==> config.mk <==
export PLATFORM = sky130hd
export DESIGN_NAME = tmtw_mod_unit
export DESIGN_NICKNAME = d
export VERILOG_FILES = /design/src/rtl/tmtw_mod_unit.sv
export SDC_FILE = /design/constraint.sdc
export NUM_CORES = 1
export LEC_CHECK = 0
export BUFFER_PORTS_ARGS = -buffer_cell sky130_fd_sc_hd__buf_4
export CORE_MARGIN = 2
export CORE_UTILIZATION = 37
export CTS_CLUSTER_DIAMETER = 150
export DETAILED_ROUTE_END_ITERATION = 8
export GPL_TIMING_DRIVEN = 0
export RECOVER_POWER = 100
export SLEW_MARGIN = 30
export SYNTH_ARGS = -nofsm -noshare
export SYNTH_HDL_FRONTEND = slang
export SYNTH_SLANG_ARGS = --single-unit
export TNS_END_PERCENT = 30
==> constraint.sdc <==
create_clock -name i_clk -period 10.5 [get_ports i_clk]
set_input_delay 0.525 -clock i_clk [delete_from_list [all_inputs] [get_ports i_clk]]
set_output_delay 0.525 -clock i_clk [all_outputs]
set_load 0.02 [all_outputs]
==> src/rtl/tmtw_mod_unit.sv <==
module tmtw_mod_unit #(
    parameter int AW       = 11,
    parameter int COLUMNS  = 80,
    parameter int TAB_STOP = 4
) (
    input  logic                                           i_clk,
    input  logic                                           i_rst_n,
    input  logic                                           i_start,
    input  logic [AW-1:0]                                  i_value,
    output logic                                           o_done,
    output logic [$clog2(COLUMNS)-1:0]                     o_col,
    output logic [((TAB_STOP > 1) ? $clog2(TAB_STOP) : 1)-1:0] o_tph
);

    localparam int CLW = $clog2(COLUMNS);
    localparam int TPW = (TAB_STOP > 1) ? $clog2(TAB_STOP) : 1;
    // Reciprocal scale: exact quotients for any AW-bit value, divisors up to 256
    localparam int SH  = AW + 9;
    localparam int RW  = SH + 1;
    localparam int PW  = AW + RW;
    localparam int MW  = 2 * AW;
    localparam logic [RW-1:0] REC_COL =
        RW'(((64'd1 << SH) + 64'(COLUMNS - 1)) / 64'(COLUMNS));
    localparam logic [RW-1:0] REC_TAB =
        RW'(((64'd1 << SH) + 64'(TAB_STOP - 1)) / 64'(TAB_STOP));

    logic           r_s1;
    logic           r_s2;
    logic           r_done;
    logic [AW-1:0]  r_val;
    logic [AW-1:0]  r_qc;
    logic [AW-1:0]  r_qt;
    logic [CLW-1:0] r_rc;
    logic [TPW-1:0] r_rt;

    logic [PW-1:0]  w_pc;
    logic [PW-1:0]  w_pt;
    logic [MW-1:0]  w_mc;
    logic [MW-1:0]  w_mt;
    logic [AW-1:0]  w_dc;
    logic [AW-1:0]  w_dt;

    // Quotient by reciprocal multiply, remainder by multiply-back and subtract
    always_comb begin
        w_pc = PW'(r_val) * PW'(REC_COL);
        w_pt = PW'(r_val) * PW'(REC_TAB);
        w_mc = MW'(r_qc) * MW'(COLUMNS);
        w_mt = MW'(r_qt) * MW'(TAB_STOP);
        w_dc = r_val - w_mc[AW-1:0];
        w_dt = r_val - w_mt[AW-1:0];
    end

    // Stage control: capture, quotient, remainder
    always_ff @(posedge i_clk) begin
        if (!i_rst_n) begin
            r_s1   <= 1'b0;
            r_s2   <= 1'b0;
            r_done <= 1'b0;
        end else begin
            r_s1   <= i_start;
            r_s2   <= r_s1;
            r_done <= r_s2;
        end
    end

    // Data path
    always_ff @(posedge i_clk) begin
        if (i_start) begin
            r_val <= i_value;
        end
        if (r_s1) begin
            r_qc <= w_pc[SH +: AW];
            r_qt <= w_pt[SH +: AW];
        end
        if (r_s2) begin
            r_rc <= w_dc[CLW-1:0];
            r_rt <= w_dt[TPW-1:0];
        end
    end

    assign o_done = r_done;
    assign o_col  = r_rc;
    assign o_tph  = r_rt;

endmodule
==> summary.txt, run 1 <==
Outcome
  – Status: complete, no violations

Global routing
  – GR Overflow Total: 0
  – Initial antenna violation count: 0
  – Pin count of the biggest net entering global routing: 15
  – First-pass GRT wire length: slightly below 8000 µm
  – Vias in the first global route: about 1700
  – Total track usage: 0.130

STA
  – RSZ-0062 raised after global routing: false
  – Final worst slack: roughly 5.5 ns
  – Final Setup Violations: 0
  – Relative slew slack: 0.563
  – Setup Skew: 0.00110 ns
  – Tmin final: between 4 and 5 ns
  – Max Fclk: between 0.2 and 0.25 GHz
  – Fin crit share: 0.474
  – Worst slew pin tran: roughly 0.65 ns
  – Final hold viol count: 0
  – Final TNS setup: 0 ns
  – Max Slew Vio Count: 0

Synthesis
  – Post-synth ARST share: 0
  – Mapped Nets: 340
  – Synth area leaders: ha_1, edfxtp_1, fa_1, inv_1, xnor2_1
  – Mapped Avg Cell Area: between 10 and 15 µm²
  – Cells after Synth: ~230
  – Post-synthesis cell area: between 2000 and 3000 µm²
  – Yosys warnings: 0
  – Synth Flop Type: edfxtp_1
  – Number of flops mapped to enable cells by yosys: 21
  – Dominant cell by count in the synthesized netlist: ha_1
  – Area leader, netlist: ha_1
  – Most frequent cells after synthesis: ha_1, inv_1, fa_1
  – Top-area cell type share of the netlist area: 0.302
  – #FFs+latches synth: 24
  – Distinct cell type count after synthesis: 30
  – Register area share after synthesis: 0.257

Clock network
  – Buffer levels on the longest clock path: 2
  – Resize count post-CTS: 0
  – Worst skew pair latency: about 0.26 ns
  – H-Tree Depth: 1
  – Inserted Clock Buffers: 3
  – Clk slew on worst S/H paths: ~0.080 ns
  – Clock Tree Root: clkbuf_8
  – CTS tree: yes
  – Clk sink count: 24
  – Cts hold-fix bufs: 0
  – Post-CTS Setup Inserts: 0

Detailed routing
  – First-pass DRT Iterations: 4
  – Via count: roughly 1600
  – Residual DRC: 0
  – Routed Wire Length: 4660 µm
  – Antenna-violating nets left: 0
  – Via/cell ratio: 4.49
  – DRT iter0 DRCs: 37
  – WL per Instance: approximately 13 µm

Floorplan
  – DIE AREA: about 8000 µm²
  – Top-level I/O count: 24
  – Initial Utilization: 0.377
  – Die height: between 80 and 90 µm
  – Die W: 89.3 µm
  – Total core area: between 7000 and 8000 µm²
  – Rows: 31

Setup path
  – CP Data Arrival Time: roughly 5 ns
  – Worst r2r path cells: 15
  – Crit Path Max Fanout: 7
  – Worst R2R Start: r_val[2]
  – Critical path class: reg2reg
  – CP Launch Type: flip-flop
  – Req. time, crit path: 10.53 ns
  – Reg-to-reg slack, setup: ~5.5 ns
  – CP endpoint kind: flip-flop
  – R2r endpoint: r_qc[1]

Run
  – Max-cap viol count: 0

Cells and area
  – P&R area growth vs syn: 12.2%
  – # fillers: 720
  – Final #Nets: ~370
  – N_diodes: 0
  – Fraction of layout cells with a size suffix above 1: 0.0891

Placement
  – DP Wirelength: roughly 4300 µm
  – Dpl ws: roughly 5.6 ns
  – Port Buf Inserts: 23
  – GPL Wtd Cong: about 0.76

Hold path
  – Hold Crit Depth: 1
  – Startpoint of the worst hold path: i_value[4]
  – Worst Hold Endpoint: r_val[4]
  – Worst hold path type: in2reg

Power and ir drop
  – Leakage: ~1.5 nW
  – Maximum vdd drop: between 0.00007 and 0.00008 V
  – PD cells: ~230 nW/µm²
## cells by family after synthesis
family	synth area share
xor+xnor	0.0390
fa+ha+maj	0.525
flops	0.257
compound gates	0.0344
simple gates	0.0451
buf+inv	0.0920
mux	0.00790
## cells in the final DEF (no fill, tap or decap), types with 3 or more instances in the layout
master     n
buf_4      3
clkbuf_1   9
nand2_1    3
ha_1      65
inv_1     62
nor2_1     4
fa_1      30
xnor2_1   10
nor2b_1    3
a21oi_1    3
nand3_1    3
edfxtp_1  21
clkbuf_4  13
clkbuf_8   3
dfxtp_1    3
## state kept, by name, summed over array words and instances (netlist names)
register  cells
o_col         7
o_done        1
r_qc          3
r_s1          1
r_s2          1
r_val        11
## cell type report
class | count | area [µm²] | area share
inverters | 62 | 233 | 0.0771
multi-input cells | 143 | 1750 | 0.579
well taps | 99 | 124 | 0.0410
clock inverters | 1 | 30.0 | 0.00994
plain buffers | 2 | 15.0 | 0.00497
repair buffers | 23 | 139 | 0.0460
flip-flops and latches | 24 | 691 | 0.229
clock buffers | 3 | 41.3 | 0.0137
## worst max-delay path by stage
stage / slack [ns] / cells after the start / to / start
3_3_place_gp: 5.70 / 15 / r_qc[1] / r_val[2]
4_1_cts: 5.63 / 15 / r_qc[1] / r_val[2]
6_report: 5.52 / 15 / r_qc[1] / r_val[2]
5_1_grt: 5.24 / 15 / r_qc[1] / r_val[2]
3_5_place_dp: 5.64 / 15 / r_qc[1] / r_val[2]
2_1_floorplan: 6.16 / 15 / r_qc[1] / r_val[9]
## metal layers
layer | up-vias | routed length, µm | track usage
met5 | - | 0 | 0
met2 | 21 | 2450 | 0.234
met3 | 0 | 114 | 0.0203
li1 | 796 | - | -
met1 | 785 | 2090 | 0.171
met4 | 0 | 0 | 0.0122
## worst max-delay path, cell delays in order (launching register included)
cell	delay (ns)
edfxtp_1	0.55
ha_1	0.41
ha_1	0.33
inv_1	0.07
fa_1	0.53
inv_1	0.06
fa_1	0.52
inv_1	0.05
fa_1	0.49
inv_1	0.04
ha_1	0.30
nand2_1	0.09
nand3b_1	0.14
a311oi_1	0.52
or4b_1	0.48
o311ai_0	0.14
## power by group
part | internal, mW | total, mW | switching (mW)
Clock | 0.0509 | 0.0785 | 0.0276
Combinational | 0.216 | 0.468 | 0.252
Sequential | 0.127 | 0.138 | 0.0113
Total | 0.394 | 0.685 | 0.291
## stage by stage
step / power, mW / util / hold slack, ns / cells / cell area, µm²
after detailed placement: 0.626 / 0.419 / 0.517 / 353 / 2990
after global routing: 0.781 / 0.423 / 0.439 / 357 / 3020
after CTS: 0.708 / 0.429 / 0.427 / 357 / 3060
after global placement: 0.609 / 0.419 / 0.507 / 353 / 2990
after floorplan: 0.512 / - / 0.488 / 231 / 2690
final: 0.685 / 0.423 / 0.455 / 357 / 3020
(Power assumes the default switching activity.)
==> run 2: changes to the inputs <==
- ABC_AREA: default -> 1
- clock period: 10.5 -> 4.2 ns (I/O delays scaled with it)
==> run 2 against run 1 <==
  * Cell count is 21% higher
  * Critical path type unchanged
  * Via count is 22% higher
  * Highest routed layer is now met4
  * Clock power is 87% higher
  * Synthesized area is 5.7% higher
  * Final area is 16% higher
==> summary.txt, run 2 <==
Clock network
  – H-Tree Depth: 1 (unchanged)
  – Buffer levels on the longest clock path: 2 (unchanged)
  – CTS tree: yes (unchanged)
  – Worst skew pair latency: 0.25 ns (was 0.26 ns)
  – Clk slew on worst S/H paths: 0.07 ns (was 0.08 ns)
  – Clock Tree Root: clkbuf_8 (unchanged)
  – Clk sink count: 24 (unchanged)
  – Inserted Clock Buffers: 3 (unchanged)

Setup path
  – CP bufs+invs: 5 (was 4)
  – Worst R2R Start: r_val[9] (was r_val[2])
  – CP Data Arrival Time: 4.12 ns (was 5.01 ns)
  – Crit Path Max Fanout: 3 (was 7)
  – Largest delay share family, worst path: adder cells (unchanged)
  – CP Launch Type: flip-flop (unchanged)
  – Most used cell, CP: fa_1 (was inv_1)
  – Crit-path slowest cell: fa_1 (was edfxtp_1)
  – Critical Path, Cell by Cell: inv_2, ha_4, fa_1, inv_2, fa_1, fa_1, inv_1, fa_1, inv_2, ha_4, nand2_4, inv_4, nand2_2, nor3_1, nand2_1, nand3_1, nand2_1 (was ha_1, ha_1, inv_1, fa_1, inv_1, fa_1, inv_1, fa_1, inv_1, ha_1, nand2_1, nand3b_1, a311oi_1, or4b_1, o311ai_0)
  – Critical path class: reg2reg (unchanged)
  – Req. time, crit path: 4.20 ns (was 10.53 ns)
  – CP endpoint kind: flip-flop (unchanged)
  – Max stage delay on crit path: 0.54 ns (was 0.55 ns)
  – Worst Setup SP: r_val[9] (was r_val[2])

STA
  – Relative slew slack: 0.568 (was 0.563)
  – Tmin final: 4.11 ns (was 4.98 ns)
  – Max Fclk: 0.243 GHz (was 0.201 GHz)
  – RSZ-0062 raised after global routing: true (was false)
  – Worst slew pin tran: 0.647 ns (was 0.655 ns)
  – Fin crit share: 0.979 (was 0.474)
  – Final Setup Violations: 0 (unchanged)
  – Final TNS setup: 0 ns (unchanged)
  – Final worst slack: 0.0869 ns (was 5.52 ns)
  – Max Slew Vio Count: 0 (unchanged)
  – Final hold viol count: 0 (unchanged)
  – Setup Skew: 0.00125 ns (was 0.00110 ns)
  – Final hold slack: 0.148 ns (was 0.455 ns)

Cells and area
  – Most flops, register: r_val (unchanged)
  – Fraction of layout cells with a size suffix above 1: 0.220 (was 0.0891)
  – Max reg flops: 11 (unchanged)
  – Commonest non-fill, non-tap cells in the layout: inv_1, ha_1, nand2_1 (was ha_1, inv_1, fa_1)
  – P&R area growth vs syn: 22.9% (was 12.2%)
  – Final #Nets: 442 (was 368)
  – # fillers: 692 (was 720)
  – Most common cell after layout, fill and taps aside: inv_1 (was ha_1)
  – N_diodes: 0 (unchanged)
  – Design area: 3500 µm² (was 3020 µm²)

Floorplan
  – DIE AREA: 8410 µm² (was 7980 µm²)
  – Top-level I/O count: 24 (unchanged)
  – Die W: 91.7 µm (was 89.3 µm)
  – Rows: 31 (unchanged)
  – Initial Utilization: 0.386 (was 0.377)
  – Die height: 91.7 µm (was 89.3 µm)
  – Total core area: 7370 µm² (was 7140 µm²)

Synthesis
  – Most frequent cells after synthesis: inv_1, ha_1, nand2_1 (was ha_1, inv_1, fa_1)
  – Top-area cell type share of the netlist area: 0.286 (was 0.302)
  – Distinct cell type count after synthesis: 23 (was 30)
  – Area leader, netlist: ha_1 (unchanged)
  – Synth Flop Type: edfxtp_1 (unchanged)
  – Cells after Synth: 287 (was 231)
  – Synth area leaders: ha_1, edfxtp_1, fa_1, inv_1, nand2_1 (was ha_1, edfxtp_1, fa_1, inv_1, xnor2_1)
  – Mapped Avg Cell Area: 9.92 µm² (was 11.7 µm²)
  – Post-synthesis cell area: 2850 µm² (was 2690 µm²)
  – Yosys warnings: 0 (unchanged)
  – Mapped Nets: 396 (was 340)
  – Dominant cell by count in the synthesized netlist: inv_1 (was ha_1)
  – #FFs+latches synth: 24 (unchanged)
  – Register area share after synthesis: 0.243 (was 0.257)
  – Post-synth ARST share: 0 (unchanged)
  – Number of flops mapped to enable cells by yosys: 21 (unchanged)

Detailed routing
  – Residual DRC: 0 (unchanged)
  – Antenna-violating nets left: 0 (unchanged)
  – Via/cell ratio: 4.53 (was 4.49)
  – Routed Wire Length: 5350 µm (was 4660 µm)
  – Max layer used: met4 (was met3)
  – Met3 Wirelength: 118 µm (was 114 µm)
  – DRT iter0 DRCs: 46 (was 37)
  – WL per Instance: 12.4 µm (was 13.1 µm)
  – Via count: 1952 (was 1602)
  – First-pass DRT Iterations: 4 (unchanged)
  – Wire length on met2: 2680 µm (was 2450 µm)
  – Met1 WL: 2550 µm (was 2090 µm)

Power and ir drop
  – Internal power: 1.24 mW (was 394 µW)
  – Leakage: 1.80 nW (was 1.53 nW)
  – PD cells: 681 nW/µm² (was 227 nW/µm²)
  – Power consumption: 2.38 mW (was 685 µW)
  – Sequential cell fraction of total power: 0.141 (was 0.202)
  – Gate power share: 0.798 (was 0.683)
  – Switching power share of the total: 0.481 (was 0.425)
  – Clock power frac: 0.062 (was 0.115)
  – Maximum vdd drop: 0.000573 V (was 0.0000743 V)
  – Switching power: 1.15 mW (was 291 µW)

Global routing
  – First-pass GRT wire length: 8850 µm (was 7710 µm)
  – Pin count of the biggest net entering global routing: 14 (was 15)
  – Vias in the first global route: 1911 (was 1673)
  – Total track usage: 0.130 (about the same)
  – GR Overflow Total: 0 (unchanged)
  – Initial antenna violation count: 0 (unchanged)

Hold path
  – Worst hold path type: in2reg (unchanged)
  – Startpoint of the worst hold path: i_value[6] (was i_value[4])

Placement
  – Dpl ws: -0.243 ns (was 5.64 ns)
  – GPL Wtd Cong: 0.786 (was 0.758)
  – Port Buf Inserts: 23 (unchanged)
  – DP Wirelength: 4540 µm (was 4310 µm)
  – Placed cell areas: 3140 µm² (was 2990 µm²)

Outcome
  – Status: complete, no violations (unchanged)

Run
  – Max-cap viol count: 0 (unchanged)
[run 2: changes by cell type after synthesis, sizes merged, moves of 2 or more]
cell | previous run | this run
a211oi | 2 | 0
nor2 | 4 | 6
a21oi | 3 | 8
nand2 | 3 | 44
nor2b | 3 | 0
inv | 62 | 80
xnor2 | 10 | 7
nand3 | 3 | 6
o21bai | 0 | 3
and2 | 3 | 0
[run 2: metal layers]
layer | vias to the layer above | track usage
met5 | - | 0
met4 | 0 | 0.00746
met3 | 2 | 0.0205
met2 | 21 | 0.218
met1 | 947 | 0.188
li1 | 982 | -
[run 2: kinds of logic after synthesis]
family,synth area share
XOR/XNOR,0.0277
flip-flops,0.243
adder cells (fa/ha/maj),0.497
buffers and inverters,0.111
AO/OA/AOI/OAI,0.0343
AND/OR/NAND/NOR,0.0879
[run 2: final cells by class]
class,count,area (µm²),share of cell area
well taps,99,124,0.0354
plain buffers,2,15.0,0.00429
inverters,80,303,0.0866
repair buffers,41,282,0.0805
flip-flops and latches,24,691,0.197
clock buffers,4,55.1,0.0157
multi-input cells,181,2030,0.580
[run 2: power groups by stage]
stage                     Clock [mW]  Sequential, mW  Combinational (mW)
after floorplan                    0           0.342                1.09
after global placement             0           0.343                1.39
after detailed placement           0           0.344                1.43
after CTS                      0.152           0.334                1.58
after global routing           0.163           0.340                2.16
final                          0.147           0.336                1.90
[run 2: stage by stage]
| stage | util | instances |
|---|---|---|
| 2_1_floorplan | - | 287 |
| 3_3_place_gp | 0.426 | 409 |
| 3_5_place_dp | 0.426 | 409 |
| 4_1_cts | 0.458 | 427 |
| 5_1_grt | 0.475 | 431 |
| 6_report | 0.475 | 431 |
[run 2: path summary, 6_finish.rpt]
check	cells past startpoint	slack (ns)	endpoint
worst max-delay path	17	0.09	r_qc[0]
worst min-delay path	1	0.15	r_val[6]
worst max register to register	17	0.09	r_qc[0]
worst min register to register	2	0.50	r_s2
[run 2: worst reg2reg max path: stages (launching register included)]
cell and delay (ns):
edfxtp_1 0.48, inv_2 0.11, ha_4 0.20, fa_1 0.55, inv_2 0.05, fa_1 0.48, fa_1 0.54, inv_1 0.05
fa_1 0.51, inv_2 0.05, ha_4 0.26, nand2_4 0.06, inv_4 0.06, nand2_2 0.06, nor3_1 0.14, nand2_1 0.10
nand3_1 0.08, nand2_1 0.09
[run 2: repair_timing]
action	CTS	global route
hold buffers	0	0
setup buffers	14	4
pin swaps	14	26
endpoints found under the setup margin	3	3
gates resized for setup	12	24
